**src/hdl/longest_repeat_run_tracker_macros.svh**
```systemverilog
// Assertion helpers shared by the tracker modules.
// Each expects signals named clk and rst_n in the enclosing module.
`ifndef LONGEST_REPEAT_RUN_TRACKER_MACROS_SVH
`define LONGEST_REPEAT_RUN_TRACKER_MACROS_SVH

// Same-cycle implication, checked out of reset
`define LRT_ASSERT_SAME(lbl, ante, cons) \
  lbl: assert property (@(posedge clk) disable iff (!rst_n) (ante) |-> (cons)) \
    else $error("tracker assertion failed");

// Next-cycle implication, checked out of reset
`define LRT_ASSERT_NEXT(lbl, ante, cons) \
  lbl: assert property (@(posedge clk) disable iff (!rst_n) (ante) |=> (cons)) \
    else $error("tracker assertion failed");

`endif

```
**src/hdl/lrt_pkg.sv**
```systemverilog
`timescale 1ns / 1ps

package lrt_pkg;

  localparam int LEN_W          = 11;
  localparam int POS_W          = 10;
  localparam int SYM_W          = 8;
  localparam int MAX_LENGTH_DEF = 1024;

  // One tree node: run lengths and edge symbols of its interval
  typedef struct packed {
    logic [LEN_W-1:0] run;
    logic [LEN_W-1:0] head_run;
    logic [LEN_W-1:0] tail_run;
    logic [SYM_W-1:0] head_sym;
    logic [SYM_W-1:0] tail_sym;
  } lrt_node_t;

  // Controller to datapath commands
  typedef struct packed {
    logic load;   // capture word, set up descent at root
    logic step;   // descend one level, push interval length
    logic leaf;   // write the leaf node
    logic rd;     // move to parent, read both children
    logic wr;     // merge children, write parent
  } lrt_cmd_t;

  // Datapath to controller status
  typedef struct packed {
    logic pos_ok;   // incoming position below length
    logic at_leaf;  // current interval holds one character
    logic at_root;  // path stack empty
    logic func;     // captured word wants a result
  } lrt_sts_t;

endpackage

```
**src/hdl/lrt_ctrl.sv**
```systemverilog
`timescale 1ns / 1ps

module lrt_ctrl (
  input  logic              clk,
  input  logic              rst_n,
  input  logic              start,
  input  lrt_pkg::lrt_sts_t sts,
  output lrt_pkg::lrt_cmd_t cmd,
  output logic              busy,
  output logic              out_valid
);
  import lrt_pkg::*;

  typedef enum logic [1:0] {
    ST_IDLE,
    ST_DESC,
    ST_RD,
    ST_WR
  } state_t;

  state_t state_r, state_nxt;
  logic   busy_r, busy_nxt;
  logic   out_valid_r, out_valid_nxt;

  // Next state and commands
  always_comb begin
    state_nxt     = state_r;
    out_valid_nxt = 1'b0;
    cmd           = '0;
    unique case (state_r)
      ST_IDLE: begin
        if (start && !busy_r && sts.pos_ok) begin
          cmd.load  = 1'b1;
          state_nxt = ST_DESC;
        end
      end
      ST_DESC: begin
        if (sts.at_leaf) begin
          cmd.leaf = 1'b1;
          if (sts.at_root) begin
            out_valid_nxt = sts.func;
            state_nxt     = ST_IDLE;
          end else begin
            state_nxt = ST_RD;
          end
        end else begin
          cmd.step = 1'b1;
        end
      end
      ST_RD: begin
        cmd.rd    = 1'b1;
        state_nxt = ST_WR;
      end
      ST_WR: begin
        cmd.wr = 1'b1;
        if (sts.at_root) begin
          out_valid_nxt = sts.func;
          state_nxt     = ST_IDLE;
        end else begin
          state_nxt = ST_RD;
        end
      end
      default: begin
        state_nxt = ST_IDLE;
      end
    endcase
    busy_nxt = (state_nxt != ST_IDLE);
  end

  // State and registered outputs
  always_ff @(posedge clk) begin
    if (!rst_n) begin
      state_r     <= ST_IDLE;
      busy_r      <= 1'b0;
      out_valid_r <= 1'b0;
    end else begin
      state_r     <= state_nxt;
      busy_r      <= busy_nxt;
      out_valid_r <= out_valid_nxt;
    end
  end

  assign busy      = busy_r;
  assign out_valid = out_valid_r;

`include "longest_repeat_run_tracker_macros.svh"

  `LRT_ASSERT_SAME(a_strobe_when_idle, out_valid_r, !busy_r && (state_r == ST_IDLE))
  `LRT_ASSERT_NEXT(a_rd_then_wr, state_r == ST_RD, state_r == ST_WR)
  `LRT_ASSERT_NEXT(a_ignored_word_stays_idle, start && !busy_r && !sts.pos_ok, !busy_r && !out_valid_r)

endmodule

```
**config.mk**
```make
export PLATFORM = sky130hd
export DESIGN_NAME = lrt_ctrl
export DESIGN_NICKNAME = d
export VERILOG_FILES = /design/src/hdl/lrt_pkg.sv /design/src/hdl/lrt_ctrl.sv
export VERILOG_INCLUDE_DIRS = /design/src /design/src/hdl
export SDC_FILE = /design/constraint.sdc
export NUM_CORES = 1
export LEC_CHECK = 0
export ABC_AREA = 1
export BUFFER_PORTS_ARGS = -buffer_cell sky130_fd_sc_hd__buf_2
export CAP_MARGIN = 30
export CORE_AREA = 2 2 39 41
export DETAILED_ROUTE_END_ITERATION = 10
export DIE_AREA = 0 0 41 43
export PLACE_DENSITY_LB_ADDON = 0.08
export SYNTH_ARGS = -nofsm -noshare
export SYNTH_HDL_FRONTEND = slang
export SYNTH_SLANG_ARGS = --single-unit
export TNS_END_PERCENT = 5
```
**constraint.sdc**
```tcl
create_clock -name clk -period 1.05 [get_ports clk]
set_input_delay 0.105 -clock clk [delete_from_list [all_inputs] [get_ports clk]]
set_output_delay 0.105 -clock clk [all_outputs]
set_load 0.02 [all_outputs]
```
* Word-level counts from Yosys, hierarchy flattened
Cells that the tools add are included.
** Cells by class
- $add $sub $neg :: 0
- Multipliers :: 0
- Div/mod/pow operators :: 0
- Order comparisons :: 0
- Equal/unequal tests :: 3
- Shift-type cells :: 0
- Muxes and demuxes :: 14
- Bitwise gates (word level) :: 0
- Reduce and logical (&&, ||, !) cells :: 5
** Operator list (count)
- 2-to-1 mux 1 bit :: 8
- 2-to-1 mux 2 bit :: 4
- case mux 2 bit (4 select lines) :: 1
- equality test 2 bit, second input constant :: 2
- equality test 2 x 1 -> 1 bit, second input constant :: 1
- logical AND 1 bit :: 2
- zero test 2 bit :: 1
- case mux 1 bit (2 select lines) :: 1
- nonzero test 2 bit :: 1
- zero test 1 bit :: 1
** Word-level totals
- Register bits :: 4
- Bits in latches :: 0
- Bits in writable memories :: 0
- Memory bits (read-only) :: 0
- Memories kept :: 0

* Depth between registers and ports, before layout
Gate-level depths: netlist of run 1.
- Depth in word-level cells :: 6
- Mapped depth :: 6
- Mapped depth without buffers :: 6

* Worst setup path before layout of run 1
Ideal clock, no wire load.
- Path type :: register to output
- Start :: register state_r[0]
- End :: output port cmd[2] (netlist bit)
- Data arrival time :: 932 ps
- Path slack :: 13 ps
- Stages on the path, launching flop included :: 3
- Path buffers :: 0
- Cell sequence :: dfxtp_1 -> inv_2 -> nor3_1
** RTL lines
- start: declaration :: line lrt_ctrl.sv:21 : state_t state_r, state_nxt;
- start signal: assignment :: line lrt_ctrl.sv:77 : state_r <= state_nxt;
- end: declaration :: line lrt_ctrl.sv:8 : output lrt_pkg::lrt_cmd_t cmd,

==> results of run 1 <==
==> layout by cell type (no fill, tap or decap), types with 2 or more instances in the layout <==
cell,instances
buf_2,9
dfxtp_1,2
nand2_1,5
nand3_2,2
inv_1,8
buf_4,4
dfxtp_4,2
nand3_1,3
clkbuf_4,3
inv_2,2
==> Yosys cell counts <==
| cell | n |
|---|---|
| nand3_1 | 5 |
| nor2_1 | 2 |
| dfxtp_1 | 4 |
| nand2_1 | 6 |
| inv_2 | 1 |
| inv_1 | 10 |
| o21ai_1 | 1 |
| o21ai_2 | 1 |
| nor3_1 | 1 |
==> cell type report <==
type,instances,share of cell area
Timing Repair Buffer,14,0.240
Multi-Input combinational cell,16,0.275
Tap cell,16,0.0557
Clock buffer,3,0.0627
Sequential cell,4,0.244
Inverter,11,0.122
==> through the flow <==
stage / cell area [sq um] / util / setup WS, ns / TNS [ns] / total power, uW
after global placement: 280 / 0.203 / 0.131 / 0 / 218
after floorplan: 195 / - / 0.0128 / 0 / 194
final: 359 / 0.259 / 0.00420 / 0 / 421
after detailed placement: 280 / 0.203 / 0.122 / 0 / 219
after CTS: 332 / 0.240 / -0.0251 / -0.0406 / 425
after global routing: 359 / 0.259 / -0.0411 / -0.132 / 458
==> per-layer routing <==
layer / vias to the layer above / global-route usage / routed length (um)
met5: - / 0 / 0
li1: 125 / - / -
met3: 2 / 0.0157 / 46
met1: 101 / 0.0671 / 198
met2: 9 / 0.0906 / 277
met4: 0 / 0.0800 / 14
==> critical path, stage by stage, from the launching register on <==
cell and delay [ns]:
dfxtp_4 0.36, nor2_4 0.10, nand3_2 0.08, inv_2 0.06, buf_6 0.10
==> sequential cells by signal, indices dropped and copies added, names as in the netlist <==
name / count
state_r: 2
busy: 1
out_valid: 1
==> what timing repair did <==
item | in CTS | in global routing
resized for setup | 10 | 8
hold buffers | 0 | 0
cloned | 0 | 0
buffers inserted | 1 | 0
setup endpoints to repair | 4 | 4
pin swaps | 3 | 0
==> worst paths after layout <==
path / cells past startpoint / from / endpoint / slack (ns)
max reg2reg: 6 / state_r[0] / busy / 0.13
max: 4 / state_r[0] / cmd[4] / 0.004
min reg2reg: 2 / state_r[0] / out_valid / 0.54
min: 3 / rst_n / state_r[0] / 0.11
==> power groups by stage <==
stage	clock network (uW)	registers, uW	logic, uW
3_5_place_dp	0	164	54.5
4_1_cts	202	159	63.6
5_1_grt	218	162	78.0
2_1_floorplan	0	167	27.2
3_3_place_gp	0	164	53.9
6_report	190	161	70.0
==> cell families after synthesis <==
logic type	count (synthesis)	share of synthesized area
buf+inv	11	0.212
simple gates	14	0.308
compound gates	2	0.0705
flops	4	0.410
==> key figures, run 1 <==
Outcome
  • Status: finished, final reports clean

Die
  • Core box area: ~1400 sq um
  • I/O pin count: 14
  • Starting Density: 0.141
  • Die X: between 40 and 50 um
  • Die H: around 43 um
  • Die ar.: approximately 1800 sq um
  • Row count: 14

Power
  • Int Pwr: approximately 320 uW
  • Worst IR drop on VDD: just over 400 uV
  • Sw Pwr: roughly 110 uW
  • Clock power share: 0.450
  • Pleak: ~0.00022 uW
  • Sw frac: 0.251
  • Seq pwr share: 0.383
  • Power share of the combinational group: 0.166
  • PwrDens: ~1200 nW/um^2

Yosys
  • Synth top area share: 0.410
  • Synthesized cell area: approximately 200 sq um
  • Syn Nets: 38
  • Yosys reg bits: 4
  • Unique masters post-synth: 9
  • Seq/Total Area, Yosys: 0.410
  • Cells after Synth: 31
  • Synthesis Warnings: 0
  • Area leader, netlist: dfxtp_1
  • Synth area leaders: dfxtp_1, inv_1, nand3_1
  • Syn Area/Cell: roughly 6.3 sq um

Worst setup path
  • Critical Path Sink Type: output port
  • CP arrival: between 0.9 and 1 ns
  • Crit path required time: about 0.94 ns
  • Worst setup path class: flop to output port
  • Crit path launch type: flop
  • Peak fanout along the critical path: 5

STA
  • Max-slew violations: 0
  • Setup Viol. Count Final: 0
  • Final worst-path cycle share: 0.996
  • Slew HR: 0.905
  • Skew final: ~0.0014 ns
  • Worst Tran Pin Value: between 0.1 and 0.15 ns
  • Hold Violations, Final: 0
  • Final hold slack: around 0.11 ns
  • Final min period: 1.05 ns
  • Max Fclk: around 0.96 GHz
  • RSZ-0062 raised after global routing: yes

GRT
  • Total grt overflow: 0
  • Vias in the first global route: just under 200
  • Largest net degree at the start of global routing: 6
  • Global-route wire length before repair: 710 um
  • Gr usage total: 0.0651
  • Initial antenna violation count: 0

Drt
  • Routed via count: around 240
  • DR WL/cell: between 8 and 9 um
  • DR iter-0 viols: 4
  • Total routed wirelength: about 540 um
  • DRT Pass-1 Iters: 4
  • DRC Markers: 0
  • Vias/cell: around 3.7
  • ANT nets after route: 0

Clock tree
  • Clock buffer depth: 2
  • Worst-Skew Late Latency: 0.23 ns
  • CTS clk-pin slew, worst paths: around 0.040 ns
  • H-tree depth: 1
  • CTS sink count: 4
  • TritonCTS Buffers: 3
  • Root buffer cell: clkbuf_4
  • CTS tree: built

Cells and area
  • Layout fillers: roughly 160
  • Share of cells above drive strength 1: 0.583
  • Storage element area: a little under 90 sq um
  • Multi-input gate area: 98.8 sq um
  • Non-filler cells, final: 64
  • N_diodes: 0
  • Layout Nets: 57
  • Area grow syn2layout: 84.0%

Hold path
  • Worst min path class: primary input to flop

Placed design
  • Port bufs: 13
  • RD Place Congestion: between 0.6 and 0.7
  • Dpl cells: 60
  • DPL Wire Length: roughly 440 um

Flow run
  • Max-cap violations: 0
(Power assumes the default switching activity.)
==> run 2, diff against run 1 <==
--- a/config.mk
+++ b/config.mk
@@ -6,7 +6,6 @@
 export SDC_FILE = /design/constraint.sdc
 export NUM_CORES = 1
 export LEC_CHECK = 0
-export ABC_AREA = 1
 export BUFFER_PORTS_ARGS = -buffer_cell sky130_fd_sc_hd__buf_2
 export CAP_MARGIN = 30
 export CORE_AREA = 2 2 39 41
==> run 2 against run 1 <==
The run now ends with negative setup slack left. First-iteration DRC count increased by 25%. Wire length increased by 2.8%. Clock skew increased by 0.0029 ns. Via count decreased by 4.6%. Non-clock buffer count increased by 3. Critical path depth decreased by 1. Combinational power increased by 110%. Critical path type unchanged. Largest cell class unchanged. Highest routed layer is now met3.
==> key figures, run 2 <==
Worst setup path
  • Worst reg2reg endpoint: busy
  • Slowest cell delay on critical path: around 0.32 ns
  • Launching point of the worst reg2reg path: state_r[0]
  • Peak fanout along the critical path: 2
  • CP arrival: between 1 and 1.5 ns
  • Crit path required time: 0.94 ns
  • Crit path launch type: flop
  • CP cell instances: nor4b_4, and2_2, buf_4
  • Reg2Reg Depth: 4
  • Worst setup path class: flop to output port
  • Critical Path Sink Type: output port
  • Flop-to-flop setup slack: -0.03 ns
  • CP max stage cell: dfxtp_1

STA
  • Slew HR: 0.835
  • RSZ-0062 raised after global routing: yes
  • Max Fclk: 0.810 GHz
  • Skew final: 0.00433 ns
  • Final min period: 1.23 ns
  • Fin Setup TNS: -0.485 ns
  • Max-slew violations: 0
  • Hold Violations, Final: 0
  • Final worst-path cycle share: 1.18
  • Setup slack after layout: -0.185 ns
  • Setup Viol. Count Final: 5
  • Worst Tran Pin Value: around 0.25 ns

Yosys
  • Post-Synth XOR/XNOR Area: 0
  • Synth area leaders: dfxtp_1, and2_2, nor2_1
  • Number of synthesized flops with an enable pin: 0
  • Syn Nets: 28
  • Syn Area/Cell: about 9.4 sq um
  • Cells after Synth: 21
  • Synthesis Warnings: 0
  • Asr flop ratio synth: 0
  • Compound-cell area share of the yosys netlist: 0.191
  • Multiplexer share of the synthesized area: 0
  • Top cells by count, synth: dfxtp_1, nor2_1, nand2_1
  • Synth top area share: 0.408
  • Seq/Total Area, Yosys: 0.408
  • Dominant synthesized flop cell: dfxtp_1
  • Yosys reg bits: 4
  • Synthesized cell area: around 200 sq um
  • Largest family of logic cells by synthesized area: simple AND/OR/NAND/NOR gates
  • Unique masters post-synth: 12
  • Fraction of the mapped netlist area in adder cells: 0
  • Area leader, netlist: dfxtp_1
  • Post-Synth Simple-Gate Area: 0.382

Power
  • PwrDens: around 1400 nW/um^2
  • Worst IR drop on VDD: around 300 uV
  • Pleak: about 0.00018 uW

Flow run
  • Max-cap violations: 0

GRT
  • Total grt overflow: 0
  • Initial antenna violation count: 0
  • Global-route wire length before repair: just under 800 um
  • Largest net degree at the start of global routing: 5
  • Gr usage total: 0.0734
  • Vias in the first global route: around 230

Drt
  • DR WL/cell: about 9.7 um
  • Vias/cell: a little under 4
  • ANT nets after route: 0
  • Routed via count: between 200 and 250
  • DRC Markers: 0
  • Total routed wirelength: between 500 and 600 um
  • DRT Pass-1 Iters: 4
  • DR iter-0 viols: 5

Cells and area
  • Area grow syn2layout: 91.7%
  • Layout fillers: roughly 160
  • Top reg by flops: state_r
  • Commonest non-fill, non-tap cell in the layout: buf_2
  • Max reg flops: 2
  • Layout Nets: 50
  • Non-filler cells, final: 57
  • N_diodes: 0
  • Most frequent cells in the layout: buf_2, buf_4, nor2_1
  • Share of cells above drive strength 1: 0.707

Die
  • Die H: 43 um
  • Row count: 14
  • Core box area: about 1400 sq um
  • Die ar.: 1760 sq um
  • I/O pin count: 14
  • Starting Density: 0.142
  • Die X: between 40 and 50 um

Clock tree
  • CTS tree: built
  • H-tree depth: 1
  • CTS sink count: 4
  • Worst-Skew Late Latency: about 0.24 ns
  • Post-cts hold buffer count: 0
  • Clock buffer depth: 2
  • Root buffer cell: clkbuf_4
  • CTS clk-pin slew, worst paths: around 0.040 ns
  • TritonCTS Buffers: 3

Placed design
  • RD Place Congestion: between 0.6 and 0.7
  • DPL Wire Length: ~450 um
  • Port bufs: 13
  • Dpl cells: 53

Hold path
  • Worst Hold End: out_valid
  • Hold_sp: sts[0]
  • Worst min path class: primary input to flop
  • Hold path depth: 3

Outcome
  • Status: finished, violations left
  • Failing checks: negative setup slack
==> run 2: worst max-delay path, delay by kind of cell, from the launching register on <==
family	cells	cell delay, ns
buf+inv	1	0.13
flops	1	0.32
simple gates	2	0.45
==> run 2: how the worst max path moves through the flow <==
stage,start,slack (ns),end,depth (start not counted)
after floorplan,state_r[0],0.02,busy,3
after global placement,state_r[1],-0.05,busy,4
after detailed placement,state_r[1],-0.07,cmd[4],3
after CTS,busy,-0.19,cmd[4],3
after global routing,busy,-0.25,cmd[4],3
final,busy,-0.18,cmd[4],3
==> run 2: logic make-up after synthesis <==
logic type | after synthesis
buffers and inverters | 1
DFF | 4
and+or+nand+nor | 12
AOI/OAI and AO/OA | 4
==> run 2: final cells by class <==
type	count	area [sq um]	share of cell area
Clock buffer	3	22.5	0.0598
Inverter	1	3.75	0.00997
Multi-Input combinational cell	16	130	0.346
Sequential cell	4	85.1	0.226
Tap cell	16	20.0	0.0532
Timing Repair Buffer	17	115	0.306
==> run 2: where the power goes <==
group	leakage [uW]	switching (uW)	total, uW	internal, uW
Combinational	0.000133	67.4	148	80.8
Sequential	0.0000338	15.6	181	166
Clock	0.0000138	64.8	193	128
Total	0.000181	148	522	374
==> run 2: per-layer routing <==
metal  vias to the layer above  part of all wire  GRT usage
li1                        113                 -          -
met2                        13              0.56      0.125
met5                         -                 0          0
met4                         0                 0     0.0800
met3                         0              0.14     0.0314
met1                       100              0.30     0.0484
==> run 2: repair_timing <==
item / 4_1_cts / 5_1_grt
setup endpoints to repair: 6 / 7
setup buffers: 1 / 0
hold endpoints to repair: 0 / 0
pin swaps: 2 / 0
resized for setup: 10 / 1
==> run 2: per-stage QoR <==
stage               instance area [sq um]   util  total power (uW)  hold WS (ns)  worst slack [ns]
finish                                377  0.272               522         0.133            -0.185
global route                          377  0.272               547         0.142            -0.249
CTS                                   374  0.270               535         0.128            -0.192
detailed placement                    313  0.226               305         0.382           -0.0717
global placement                      313  0.226               306         0.362           -0.0546
floorplan                             205      -               254         0.248            0.0185
==> run 3, diff against run 2 <==
--- a/config.mk
+++ b/config.mk
@@ -11,6 +11,7 @@
 export CORE_AREA = 2 2 39 41
 export DETAILED_ROUTE_END_ITERATION = 10
 export DIE_AREA = 0 0 41 43
+export HOLD_SLACK_MARGIN = 0.05
 export PLACE_DENSITY_LB_ADDON = 0.08
 export SYNTH_ARGS = -nofsm -noshare
 export SYNTH_HDL_FRONTEND = slang
==> constraint.sdc (replaced) <==
create_clock -name clk -period 1.05 [get_ports clk]
set_input_delay 0.105 -clock clk [delete_from_list [all_inputs] [get_ports clk]]
set_output_delay 0.105 -clock clk [all_outputs]
set_load 0.005 [all_outputs]
==> run 3 against run 2 <==
The run still ends with negative setup slack left. Clock-buffer cell count did not move. First-iteration DRC count is 80% lower. Sequential power about the same. Critical path depth stayed put. Combinational power down 18%. Hold slack lost 0.0053 ns. Cell area fell by 6.0%.
==> key figures, run 3 (synthesis results as in run 2) <==
GRT
  • Total grt overflow: 0
  • Global-route wire length before repair: slightly above 800 um
  • Gr usage total: 0.0773
  • Vias in the first global route: about 230
  • Largest net degree at the start of global routing: 6
  • Initial antenna violation count: 0

Worst setup path
  • Flop-to-flop setup slack: -0.07 ns
  • CP arrival: between 1 and 1.5 ns
  • Critical Path Sink Type: output port
  • Crit path required time: 0.94 ns
  • Launching point of the worst reg2reg path: state_r[1]
  • Worst reg2reg endpoint: busy
  • Reg2Reg Depth: 4
  • CP cell instances: nor4b_4, and2_4, buf_6
  • Slowest cell delay on critical path: 0.33 ns
  • Peak fanout along the critical path: 4
  • Worst setup path class: flop to output port
  • CP max stage cell: dfxtp_2
  • Crit path launch type: flop
  • CP top delay family: simple AND/OR/NAND/NOR gates
  • CP Buf/Inv Count: 1

Drt
  • ANT nets after route: 0
  • Routed via count: between 200 and 250
  • DR WL/cell: slightly below 10 um
  • DRC Markers: 0
  • Vias/cell: 3.84
  • Total routed wirelength: about 560 um
  • DRT Pass-1 Iters: 2
  • DR iter-0 viols: 1

Hold path
  • Worst Hold End: out_valid
  • Hold_sp: sts[0]
  • Worst min path class: primary input to flop
  • Hold path depth: 3

Die
  • Die ar.: between 1500 and 2000 sq um
  • Starting Density: 0.142
  • Die H: roughly 43 um
  • Core box area: ~1400 sq um
  • Die X: between 40 and 50 um
  • Row count: 14
  • I/O pin count: 14

Cells and area
  • Area grow syn2layout: 80.3%
  • Share of cells above drive strength 1: 0.707
  • Top reg by flops: state_r
  • Most frequent cells in the layout: buf_2, nor2_1, buf_4
  • Commonest non-fill, non-tap cell in the layout: buf_2
  • Layout Nets: 50
  • Non-filler cells, final: between 50 and 60
  • Max reg flops: 2
  • Final instance area: ~350 sq um
  • N_diodes: 0

Outcome
  • Status: finished, violations left
  • Failing checks: negative setup slack

STA
  • Final min period: 1.19 ns
  • RSZ-0062 raised after global routing: yes
  • Max Fclk: ~0.84 GHz
  • Slew HR: 0.824
  • Worst Tran Pin Value: between 0.2 and 0.3 ns
  • Setup slack after layout: -0.144 ns
  • Setup Viol. Count Final: 6
  • Max-slew violations: 0
  • Skew final: 0.00413 ns
  • Final worst-path cycle share: 1.14
  • Hold Violations, Final: 0

Placed design
  • RD Place Congestion: a little over 0.6
  • Placed inst area: roughly 300 sq um
  • Port bufs: 13
  • Dpl cells: 53
  • DPL Wire Length: 449 um

Clock tree
  • CTS tree: built
  • Clock buffer depth: 2
  • H-tree depth: 1
  • TritonCTS Buffers: 3
  • Root buffer cell: clkbuf_4
  • CTS clk-pin slew, worst paths: around 0.040 ns
  • CTS sink count: 4
  • Worst-Skew Late Latency: 0.24 ns

Power
  • Pleak: 0.000181 uW
  • PwrDens: between 1000 and 1500 nW/um^2
  • Worst IR drop on VDD: approximately 370 uV

Flow run
  • Max-cap violations: 0
==> run 3: cell counts in the layout (fill, tap and decap cells not counted) <==
Identical to the previous run, type by type.
==> run 3: report_power, final <==
group	internal [uW]	switching, uW	total (uW)
Sequential	168	15.2	183
Clock	128	66.3	194
Combinational	74.7	47.7	122
Total	371	129	500
==> run 3: worst max-delay path by stage <==
| stage | start | end | slack [ns] | cells past startpoint |
|---|---|---|---|---|
| 4_1_cts | busy | cmd[4] | -0.16 | 3 |
| 3_5_place_dp | state_r[1] | cmd[4] | -0.02 | 3 |
| 6_report | state_r[0] | cmd[4] | -0.14 | 3 |
| 3_3_place_gp | state_r[0] | busy | -0.01 | 3 |
| 5_1_grt | state_r[0] | cmd[4] | -0.22 | 3 |
| 2_1_floorplan | state_r[0] | busy | 0.08 | 3 |
==> run 3: routing by layer <==
metal | global-route usage | share of wire | vias up
met3 | 0.0314 | 0.099 | 2
met5 | 0 | 0 | -
met4 | 0.100 | 0.018 | 0
met1 | 0.0675 | 0.42 | 95
met2 | 0.109 | 0.46 | 10
li1 | - | - | 112
==> run 3: timing repair <==
item,4_1_cts,5_1_grt
cloned,0,0
buffers inserted,1,0
hold buffers,0,0
endpoints found under the setup margin,5,7
pin swaps,2,1
resized for setup,6,0
==> run 3: cell type report <==
class                      count  area (sq um)
fill                         156          1030
multi-input combinational     16           123
timing repair buffer          17           101
sequential                     4          83.8
clock buffer                   3          22.5
tap                           16          20.0
inverter                       1          3.75
==> run 3: tightest hold or removal path, delay by kind of cell <==
family	cells	cell delay (ns)
AOI/OAI and AO/OA	1	0.07
and+or+nand+nor	1	0.04
buffers and inverters	1	0.10
==> run 3: stage by stage <==
step | utilization | TNS (ns) | setup WS [ns] | hold WS [ns] | total power, uW
2_1_floorplan | - | 0 | 0.0775 | 0.242 | 229
3_3_place_gp | 0.220 | -0.00995 | -0.00995 | 0.370 | 281
3_5_place_dp | 0.220 | -0.0195 | -0.0195 | 0.373 | 281
4_1_cts | 0.256 | -0.435 | -0.158 | 0.122 | 514
5_1_grt | 0.256 | -0.781 | -0.224 | 0.136 | 539
6_report | 0.256 | -0.360 | -0.144 | 0.128 | 500
